==> src/hdl/tcse_pkg.sv <==
// Shared types and constants for the text console scrollback engine.
`timescale 1ns / 1ps
package tcse_pkg;

  localparam int TERMINALS_DEF    = 4;
  localparam int COLUMNS_DEF      = 80;
  localparam int ROWS_DEF         = 25;
  localparam int STORED_LINES_DEF = 128;

  localparam logic [2:0] CMD_PUT    = 3'd0;
  localparam logic [2:0] CMD_SWITCH = 3'd1;
  localparam logic [2:0] CMD_COLOR  = 3'd2;
  localparam logic [2:0] CMD_CLEAR  = 3'd3;
  localparam logic [2:0] CMD_UP     = 3'd4;
  localparam logic [2:0] CMD_DOWN   = 3'd5;
  localparam logic [2:0] CMD_READ   = 3'd6;

  localparam logic [7:0]  CHAR_NL      = 8'h0A;
  localparam logic [7:0]  CHAR_CR      = 8'h0D;
  localparam logic [7:0]  CHAR_TAB     = 8'h09;
  localparam logic [7:0]  CHAR_BS      = 8'h08;
  localparam logic [7:0]  CHAR_BLANK   = 8'h20;
  localparam logic [7:0]  RESET_COLOUR = 8'h0F;
  localparam logic [15:0] RESET_CELL   = 16'h0F20;

  typedef enum logic [2:0] {
    OP_PUT, OP_SWITCH, OP_COLOR, OP_CLEAR, OP_UP, OP_DOWN, OP_READ, OP_NOP
  } op_t;

  typedef enum logic [2:0] {
    CK_NL, CK_CR, CK_TAB, CK_BS, CK_PRINT
  } chr_t;

  typedef enum logic [2:0] {
    ST_INIT, ST_IDLE, ST_EXEC, ST_READW, ST_BLANK, ST_CLEAR, ST_RESP
  } state_t;

  typedef struct packed {
    op_t        op;
    chr_t       kind;
    logic [7:0] ch;
    logic [3:0] sel;
    logic       sel_ok;
    logic [7:0] color;
    logic [7:0] lines;
    logic [4:0] row;
    logic [6:0] col;
    logic       rd_in;
  } item_t;

endpackage

==> src/hdl/tcse_queue.sv <==
// Two-entry command queue between front end and executor.
`timescale 1ns / 1ps
module tcse_queue (
  input  logic            clk,
  input  logic            rst,
  input  logic            push,
  input  tcse_pkg::item_t item_in,
  input  logic            pop,
  output tcse_pkg::item_t item_out,
  output logic            not_empty,
  output logic            full
);

  tcse_pkg::item_t slot [2];
  logic            wp;
  logic            rp;
  logic [1:0]      count;

  assign item_out  = slot[rp];
  assign not_empty = count != 2'd0;
  assign full      = count == 2'd2;

  always_ff @(posedge clk) begin
    if (push) slot[wp] <= item_in;
  end

  always_ff @(posedge clk) begin
    if (rst) begin
      wp    <= 1'b0;
      rp    <= 1'b0;
      count <= 2'd0;
    end else begin
      if (push) wp <= !wp;
      if (pop) rp <= !rp;
      count <= count + 2'(push) - 2'(pop);
    end
  end

  a_no_overflow: assert property (@(posedge clk) disable iff (rst) !(push && full && !pop))
    else $error("queue overflow");
  a_no_underflow: assert property (@(posedge clk) disable iff (rst) pop |-> not_empty)
    else $error("queue underflow");

endmodule

==> config.mk <==
export PLATFORM = sky130hd
export DESIGN_NAME = tcse_queue
export DESIGN_NICKNAME = d
export VERILOG_FILES = /design/src/hdl/tcse_pkg.sv /design/src/hdl/tcse_queue.sv
export SDC_FILE = /design/constraint.sdc
export NUM_CORES = 1
export LEC_CHECK = 0
export ABC_AREA = 1
export BUFFER_PORTS_ARGS = -buffer_cell sky130_fd_sc_hd__buf_2
export CORE_MARGIN = 2
export CORE_UTILIZATION = 47
export DETAILED_ROUTE_END_ITERATION = 8
export PLACE_DENSITY = 0.78
export SYNTH_ARGS = -nofsm -noshare
export SYNTH_HDL_FRONTEND = slang
export SYNTH_SLANG_ARGS = --single-unit
export TNS_END_PERCENT = 20
==> constraint.sdc <==
create_clock -name clk -period 2.8 [get_ports clk]
set_clock_uncertainty 0.15 [all_clocks]
set_input_delay 0.42 -clock clk [delete_from_list [all_inputs] [get_ports clk]]
set_output_delay 0.42 -clock clk [all_outputs]
set_load 0.1 [all_outputs]
# Word-level counts from Yosys, hierarchy flattened

Memory sizes are Yosys's and may differ from the RTL's. A register that Yosys moved wholly into a read port is not among the register bits.
Cells that the tools add are included.

Register bits after elaboration: 4
Latch bits: 0
Memory bits (writable): 96
Bits in read-only memories: 0
Input port bits: 52
Output and inout bits: 50
Word-level logic and storage cells: 14
Memories: 1

Add/sub/neg operators: 2
$mul: 0
Div/mod/pow operators: 0
Magnitude comparators: 0
Equal/unequal tests: 1
Shifts and indexed selects: 0
Multiplexer cells: 4
Bitwise operators: 0
Reductions and logical operators: 3

Memory list:

| memory | words | bits a word | read ports | clocked after memory_dff | write ports | line             | source |
|---|---|---|---|---|---|---|---|
| slot   | 2     | 48          | 1          | 1                        | 1           | tcse_queue.sv:14 | `tcse_pkg::item_t slot [2];` |

Operator list:

| operator           | count |
|---|---|
| $mux 1             | 4 |
| $add 2x1->2        | 1 |
| $eq 2x2->1 const B | 1 |
| $logic_not 1->1    | 2 |
| $reduce_bool 2->1  | 1 |
| $sub 2x1->2        | 1 |

# Logic depth before layout (Yosys ltp)

Depth after elaboration: 3
Depth in mapped cells: 7
Gate-level depth less buffers: 7

# Worst setup path before layout

No wires, ideal clock.

Path kind: input -> register
Start: input port push
End: memory slot[0][0] (netlist bit) (enable)
Setup time: 0.455 ns
Arrival: 2.477 ns
Required time: 2.195 ns
Path slack: -0.281 ns
Stages on the path: 2
Path buffers: 0
Cells stage by stage: inv_1 nor2_1

Cells in the longest elaborated chain, start to end: 2

RTL lines:

| item                         | line             | source |
|---|---|---|
| start: declaration           | tcse_queue.sv:6  | `input logic push,` |
| $mux 1                       | tcse_queue.sv:24 | `if (push) slot[wp] <= item_in;` |
| $mux 1 (implied by the code) | tcse_queue.sv:24 |  |
| end: declaration             | tcse_queue.sv:14 |  |

Every way passes these cells.

==> flow_summary.yaml <==
outcome:
  status: "completed"
cts:
  ctsResizeCount: 0
  clkTransAtPathRegs_ns: 0.10
  cts_made_buffers: 9
  clockBufferDepth: 2
  postCtsSetupBuffers: 0
  clock_latency_ns: 0.35
  holdBufCountCts: 0
  cts_tree: "yes"
  htreeDepth: 3
  clock_sinks: 101
  cts-root-buf: "clkbuf_8"
power_and_ir_drop:
  p_per_area_nw_per_um2: 776
  leakagePower_nw: 1.81
  irDropWorstVdd_v: 0.000581
  finalPower_mw: 3.59
yosys:
  avgSynthCellArea_um2: 20.9
  netlist_top_cells_area: "edfxtp_1, mux2_2, mux2_4"
  yosysSeqAreaShare_pct: 79.2
  synthDistinctLibCells: 14
  yosys.area.top_type: "edfxtp_1"
  syn_area_um2: 3770
  synth.top_cell.area_share_pct: 76.5
  synth_nets: 234
  synth_cells: 180
  ys_ff_latch: 101
  yosysWarningCount: 0
worst_setup_path:
  critPathKind: "reg -> out"
  path_max_fanout: 28
  end_kind: "output pin"
  critPathArrivalTime_ns: 1.74
  worstPathRequired_ns: 2.23
  startpoint_type: "flop"
floorplanning:
  die_area_um2: 8750
  die_h_um: 93.5
  core_area_um2: 7730
  die_w_um: 93.5
  start_util_pct: 48.7
  top_level_ports: 102
  rows: 32
sta:
  hold_viol_final: 0
  worst_pin_slew_ns: 0.617
  finalCritPeriodShare_pct: 82.6
  fin_hold_ws_ns: 0.0984
  rsz0062_at_grt: "false"
  fmax_ghz: 0.432
  finalWorstSetupSlack_ns: 0.487
  tns_ns: 0
  finalMaxSlewViolations: 0
  slew_headroom_pct: 58.8
  finalSetupViolations: 0
  finalCriticalPeriod_ns: 2.31
finish:
  nNetsFinal: 345
  syn_to_final_growth_pct: 22.9
  drive_above_1_share_pct: 58.1
  final_cell_area_um2: 4630
  n_antenna_cell: 0
placement:
  dp_hpwl_um: 3970
  place.gp.congestion: 0.656
  dpl_worst_slack_ns: 0.847
  port_buffers: 101
  place_area_um2: 4420
global_routing:
  gr-total-overflow: 0
  grt_first_pass_wirelength_um: 8740
  grt_max_degree: 31
  grt_pass1_vias: 1870
  grt_use_total_pct: 13.5
  antenna_found_initial: 0
routing:
  drc_errors: 0
  wire_per_inst_um: 14.6
  ant_nets: 0
  first_pass_iters: 4
  drt_iter0_drc: 92
  drt-total-wl_um: 5810
  vias: 1914
  vias_per_cell: 4.81
min_path:
  hold_class: "in -> reg"
job:
  maxCapViolations: 0
-- placed cells by master (no fill, tap or decap) --
cell / Yosys / routed
inv_2: 0 / 1
nor2_4: 0 / 1
ha_1: 2 / 2
a21oi_1: 1 / 1
nand3_1: 1 / 1
nand2_1: 5 / 5
buf_2: 2 / 101
mux2_2: 28 / 28
xnor2_1: 1 / 1
clkbuf_8: 0 / 9
clkinvlp_4: 0 / 1
inv_8: 0 / 1
edfxtp_1: 96 / 96
inv_1: 8 / 7
nor3_1: 1 / 1
dfxtp_2: 0 / 1
buf_4: 0 / 2
mux2_4: 20 / 20
nor2_1: 7 / 6
dfxtp_1: 5 / 4
clkinv_4: 0 / 3
buf_12: 0 / 2
bufinv_16: 0 / 1
inv_6: 0 / 1
-- where the power goes --
group	leakage, nW	switching [mW]	internal (mW)	total [mW]
Sequential	0.943	0.0207	1.74	1.77
Clock	0.102	0.494	0.427	0.921
Combinational	0.769	0.716	0.188	0.904
Total	1.81	1.23	2.36	3.59
-- worst paths after layout --
path	startpoint	endpoint	slack, ns	cells after the start
worst min-delay path	item_in[25]	slot[1][25]	0.1	1
worst max-delay path	flop	item_out[14]	0.49	3
worst min register to register	rp	rp	0.38	2
worst max register to register	wp	slot[0][0]	1.18	2
-- Yosys cell counts (all sizes together) --
library cell  number
edfxtp            96
mux2              48
inv                8
nor2               7
buf                5
dfxtp              5
nand2              5
ha                 2
a21oi              1
nand3              1
nor3               1
xnor2              1
-- critical path, stage by stage, from the launching register on --
cell     delay (ns)
dfxtp_2        0.34
buf_4          0.35
mux2_2         0.40
buf_2          0.29
-- flip-flops by register name, summed over array words and instances, names as in the netlist, named ones only --
| register | flops |
|---|---|
| count | 2 |
| slot | 96 |
| rp | 1 |
| wp | 1 |
-- per-stage QoR --
step           utilization (%)  cells
2_1_floorplan                -    180
3_3_place_gp              57.2    382
3_5_place_dp              57.2    382
4_1_cts                   59.9    398
5_1_grt                   59.9    398
6_report                  59.9    398
-- cells by family after synthesis --
group	synth area share, %
AO/OA/AOI/OAI	0.133
XOR/XNOR	0.233
multiplexers	16.3
adder cells (fa/ha/maj)	0.664
buffers and inverters	1.96
flip-flops	79.2
AND/OR/NAND/NOR	1.46
-- layout make-up --
type / instances / area [um^2]
sequential: 101 / 2980
clock buffer: 9 / 124
fill: 567 / 3100
inverter: 8 / 30.0
timing repair buffer: 105 / 561
multi-input combinational: 66 / 717
clock inverter: 7 / 83.8
tap: 102 / 128
-- metal layers --
metal | track usage (%) | vias up | routed length [um]
li1 | - | 910 | -
met1 | 16.8 | 918 | 2410
met2 | 21.5 | 77 | 2840
met4 | 6.25 | 0 | 84
met3 | 4.51 | 9 | 478
met5 | 0 | - | 0
(Power assumes the default switching activity.)
