==> src/hdl/tcse_pkg.sv <==
// Shared types and constants for the text console scrollback engine.
`timescale 1ns / 1ps
package tcse_pkg;

  localparam int TERMINALS_DEF    = 4;
  localparam int COLUMNS_DEF      = 80;
  localparam int ROWS_DEF         = 25;
  localparam int STORED_LINES_DEF = 128;

  localparam logic [2:0] CMD_PUT    = 3'd0;
  localparam logic [2:0] CMD_SWITCH = 3'd1;
  localparam logic [2:0] CMD_COLOR  = 3'd2;
  localparam logic [2:0] CMD_CLEAR  = 3'd3;
  localparam logic [2:0] CMD_UP     = 3'd4;
  localparam logic [2:0] CMD_DOWN   = 3'd5;
  localparam logic [2:0] CMD_READ   = 3'd6;

  localparam logic [7:0]  CHAR_NL      = 8'h0A;
  localparam logic [7:0]  CHAR_CR      = 8'h0D;
  localparam logic [7:0]  CHAR_TAB     = 8'h09;
  localparam logic [7:0]  CHAR_BS      = 8'h08;
  localparam logic [7:0]  CHAR_BLANK   = 8'h20;
  localparam logic [7:0]  RESET_COLOUR = 8'h0F;
  localparam logic [15:0] RESET_CELL   = 16'h0F20;

  typedef enum logic [2:0] {
    OP_PUT, OP_SWITCH, OP_COLOR, OP_CLEAR, OP_UP, OP_DOWN, OP_READ, OP_NOP
  } op_t;

  typedef enum logic [2:0] {
    CK_NL, CK_CR, CK_TAB, CK_BS, CK_PRINT
  } chr_t;

  typedef enum logic [2:0] {
    ST_INIT, ST_IDLE, ST_EXEC, ST_READW, ST_BLANK, ST_CLEAR, ST_RESP
  } state_t;

  typedef struct packed {
    op_t        op;
    chr_t       kind;
    logic [7:0] ch;
    logic [3:0] sel;
    logic       sel_ok;
    logic [7:0] color;
    logic [7:0] lines;
    logic [4:0] row;
    logic [6:0] col;
    logic       rd_in;
  } item_t;

endpackage

==> src/hdl/tcse_front.sv <==
// Command front end: accepts and classifies commands for the queue.
`timescale 1ns / 1ps
module tcse_front #(
  parameter int TERMINALS = tcse_pkg::TERMINALS_DEF,
  parameter int COLUMNS   = tcse_pkg::COLUMNS_DEF,
  parameter int ROWS      = tcse_pkg::ROWS_DEF
) (
  input  logic              start,
  input  logic              busy,
  input  logic [2:0]        cmd,
  input  logic [7:0]        char_code,
  input  logic [3:0]        terminal_sel,
  input  logic [7:0]        color_value,
  input  logic [7:0]        line_count,
  input  logic [4:0]        read_row,
  input  logic [6:0]        read_col,
  output logic              push,
  output tcse_pkg::item_t   item
);

  assign push = start && !busy;

  always_comb begin
    item = '0;
    case (cmd)
      tcse_pkg::CMD_PUT:    item.op = tcse_pkg::OP_PUT;
      tcse_pkg::CMD_SWITCH: item.op = tcse_pkg::OP_SWITCH;
      tcse_pkg::CMD_COLOR:  item.op = tcse_pkg::OP_COLOR;
      tcse_pkg::CMD_CLEAR:  item.op = tcse_pkg::OP_CLEAR;
      tcse_pkg::CMD_UP:     item.op = tcse_pkg::OP_UP;
      tcse_pkg::CMD_DOWN:   item.op = tcse_pkg::OP_DOWN;
      tcse_pkg::CMD_READ:   item.op = tcse_pkg::OP_READ;
      default:              item.op = tcse_pkg::OP_NOP;
    endcase
    case (char_code)
      tcse_pkg::CHAR_NL:  item.kind = tcse_pkg::CK_NL;
      tcse_pkg::CHAR_CR:  item.kind = tcse_pkg::CK_CR;
      tcse_pkg::CHAR_TAB: item.kind = tcse_pkg::CK_TAB;
      tcse_pkg::CHAR_BS:  item.kind = tcse_pkg::CK_BS;
      default:            item.kind = tcse_pkg::CK_PRINT;
    endcase
    item.ch     = char_code;
    item.sel    = terminal_sel;
    item.sel_ok = 32'(terminal_sel) < TERMINALS;
    item.color  = color_value;
    item.lines  = line_count;
    item.row    = read_row;
    item.col    = read_col;
    item.rd_in  = (32'(read_row) < ROWS) && (32'(read_col) < COLUMNS);
  end

endmodule

==> config.mk <==
export PLATFORM = sky130hd
export DESIGN_NAME = tcse_front
export DESIGN_NICKNAME = d
export VERILOG_FILES = /design/src/hdl/tcse_pkg.sv /design/src/hdl/tcse_front.sv
export SDC_FILE = /design/constraint.sdc
export NUM_CORES = 1
export LEC_CHECK = 0
export BUFFER_PORTS_ARGS = -buffer_cell sky130_fd_sc_hd__buf_2
export CAP_MARGIN = 20
export CORE_MARGIN = 5
export CORE_UTILIZATION = 23
export DETAILED_ROUTE_END_ITERATION = 12
export PLACE_DENSITY = 0.83
export SLEW_MARGIN = 20
export SYNTH_ARGS = -nofsm -noshare
export SYNTH_HDL_FRONTEND = slang
export SYNTH_SLANG_ARGS = --single-unit
==> constraint.sdc <==
create_clock -name vclk -period 1.8
set_clock_uncertainty 0.1 [all_clocks]
set_input_delay 0.36 -clock vclk [all_inputs]
set_output_delay 0.36 -clock vclk [all_outputs]
set_load 0.02 [all_outputs]
Word level (Yosys, flattened, before mapping). Cells that the tools add are included.

Bits of input ports: 45. Register bits: 0. Output and inout bits: 49. Logic and storage cells: 19.

Muxes and demuxes: 2. Eq/ne operators: 10. Reductions and logical operators: 4. $lt $le $gt $ge: 3.

Operators by type and width (count): equality test 8 x 4 -> 1 bit, second input constant (4); case mux 3 bit (7 select lines) (1); case mux 3 bit (4 select lines) (1); equality test 3 bit, second input constant (3); less-than comparator 7 bit, second input constant (1); equality test 3 x 2 -> 1 bit, second input constant (2); less-than comparator 5 bit, second input constant (1); less-than comparator 4 x 3 -> 1 bit, second input constant (1); equality test 3 x 1 -> 1 bit, second input constant (1); zero test 3 bit (1); logical AND 1 bit (2); zero test 1 bit (1).

Depth between registers and ports, before layout.
Depth in word-level cells: 2. Gate-level depth with buffers: 2. Mapped depth without buffers: 2.

Worst setup path before layout. OpenSTA, ideal clock, no wires.

Path type: input-to-output. Start point: in char_code[5]. End point: out item[42] (netlist bit). Stages on the path: 2. Data arrival time: 1.586 ns. Path buffers: 0. Path slack: -0.246 ns. Data required time: 1.340 ns. Path through: or4b_4 > nor4_1.

RTL lines: from (decl) (line tcse_front.sv:11) `input logic [7:0] char_code,`; to (decl) (line tcse_front.sv:18) `output tcse_pkg::item_t item`.

==> impl_metrics.csv <==
group,metric,value,unit
synthesis,synth_cell_types,12,
global_routing,grt-ovfl-total,0,
die,die_x,51.4,um
clock_tree,hold_buffers,0,
outcome,outcome,"finished with violations",
synthesis,ys_warn_count,0,
synthesis,syn_area_per_cell,7.30,um^2
critical_path,slowest_delay,0.54,ns
drt,dr.pass1.iters,2,
placed_design,port_buffers,44,
flow_run,max_cap_viol_count,0,
drt,route.vias.total,272,
power_and_ir_drop,p_leak,0.210,nW
global_routing,grt_max_degree,5,
synthesis,synth.top_cell.area_share,0.762,
finish,fill_cells,190,
critical_path,critical_path.most_common_cell,"buf_6",
timing,fin_ws,-0.140,ns
hold_path,hold_start,"color_value[2]",
global_routing,grt.total_usage,0.0554,
finish,final_cell_mix,"buf_2 (40), buf_4 (3), buf_6 (2)",
synthesis,synth_largest_area_cell,"buf_4",
placed_design,place_area,344,um^2
finish,finish.utilization,0.222,
critical_path,crit_cells,4,
finish,seq_cells,0,
power_and_ir_drop,p_total,0.101,mW
synthesis,yosys-top-cells-area,"buf_4 (76%), or4b_4 (3.5%), nor4_1 (3.2%), clkbuf_1 (2.9%), mux2_2 (2.9%)",
finish,regArea,0,um^2
timing,clock.fmax,516,MHz
synthesis,synth_fp_nets,99,
critical_path,crit_fanout,3,
finish,area_growth,-6.03,%
synthesis,yosysSeqAreaShare,0,
critical_path,cp_num_buf_inv,2,
finish,drive_gt1_frac,0.875,
critical_path,cp_data_arrival_time,1.48,ns
global_routing,grt_first_pass_wirelength,1240,um
hold_path,hp-class,"in -> out",
die,die_h,51.4,um
critical_path,crit_type,"in -> out",
die,core_area,1670,um^2
critical_path,required,1.34,ns
finish,n_clock_buffer,0,
critical_path,crit_family,"simple AND/OR/NAND/NOR gates",
timing,timing.final.max_slew_violations,0,
drt,wl_per_cell,11.4,um
timing,rsz0062_at_grt,"yes",
drt,drcViolationCount,0,
timing,slew_headroom,0.827,
power_and_ir_drop,powerDensity,273,nW/um^2
hold_path,min_path_cells,0,
placed_design,pre_cts_slack,-0.180,ns
critical_path,crit_path_end_kind,"output pin",
drt,wirelength,835,um
timing,setup_violations,3,
finish,final_cell_area,370,um^2
global_routing,antenna_found_initial,0,
drt,detail_route.iter0.violations,3,
die,initial_core_util,0.236,
hold_path,hold_path_end,"item[23]",
critical_path,cp_slowest_cell,"or4b_4",
drt,viasPerCell,3.73,
synthesis,netlist_instances,54,
clock_tree,postCtsSetupRepairBufs,0,
die,die_area,2640,um^2
global_routing,first_global_vias,278,
die,pin_count,94,
timing,tightest_slew,0.256,ns
outcome,violations,"setup timing",
timing,final-hold-violation-count,0,
synthesis,netlist_area,394,um^2
critical_path,crit_path_cell_trace,"buf_6 > or4b_4 > or3_1 > buf_6",
placed_design,place.gp.congestion,0.602,
power_and_ir_drop,peakVddDrop,0.0000983,V
drt,antenna_left,0,
critical_path,critPathLaunchType,"input pin",
finish,final_common_cell,"buf_2",
finish,diodes,0,
finish,nNetsFinal,103,
timing,layout_min_cycle_time,1.94,ns
die,rows,15,
timing,period_share,1.08,
## how the worst max path moves through the flow
stage / from / end / slack (ns)
2_1_floorplan: char_code[5] / item[42] / -0.04
3_3_place_gp: char_code[5] / item[44] / -0.17
3_5_place_dp: char_code[5] / item[44] / -0.18
4_1_cts: char_code[7] / item[44] / -0.13
5_1_grt: char_code[7] / item[44] / -0.16
6_report: char_code[7] / item[44] / -0.14
## cells by family (layout without fill, tap and decap cells)
kind of cell	Yosys count	after routing	synth area share
buffers and inverters	43	45	0.790
AND/OR/NAND/NOR	7	7	0.124
XOR/XNOR	1	1	0.0222
AO/OA/AOI/OAI	2	2	0.0349
multiplexers	1	1	0.0286
## report_power, final
part,switching [mW],internal [mW],leakage [nW]
Combinational,0.0596,0.0416,0.210
Clock,0,0,0
Sequential,0,0,0
Total,0.0596,0.0416,0.210
## area by class of cell
class	count	area (um^2)	share of cell area
Timing Repair Buffer	45	245	0.662
Tap cell	17	21.3	0.0574
Multi-Input combinational cell	11	104	0.280
## synthesized netlist by cell type, drive strengths merged
cell type and instances:
clkbuf 3, nor2 1, nor2b 1, mux2 1
o311ai 1, o21ai 1, xor2 1, and2 1
or4b 1, buf 40, or3 1, nor4 2
## layer usage
layer	global-route usage	vias to the layer above	wire, um
met5	0	-	0
li1	-	135	-
met3	0.0292	2	94
met4	0.0131	0	2
met2	0.102	14	525
met1	0.0538	121	212
## stage by stage
step / setup TNS, ns / hold WS, ns / instances
after floorplan: -0.0485 / 0.672 / 54
after global placement: -0.358 / 0.620 / 73
after detailed placement: -0.417 / 0.620 / 73
after CTS: -0.364 / 0.620 / 73
after global routing: -0.460 / 0.620 / 73
final: -0.347 / 0.620 / 73
## repair_timing
item | in CTS | in global routing
hold endpoints to repair | 0 | 0
pin swaps | 3 | 0
endpoints found under the setup margin | 3 | 3
gates resized for setup | 5 | 1
Note: power is estimated with default switching activity, not from simulation.
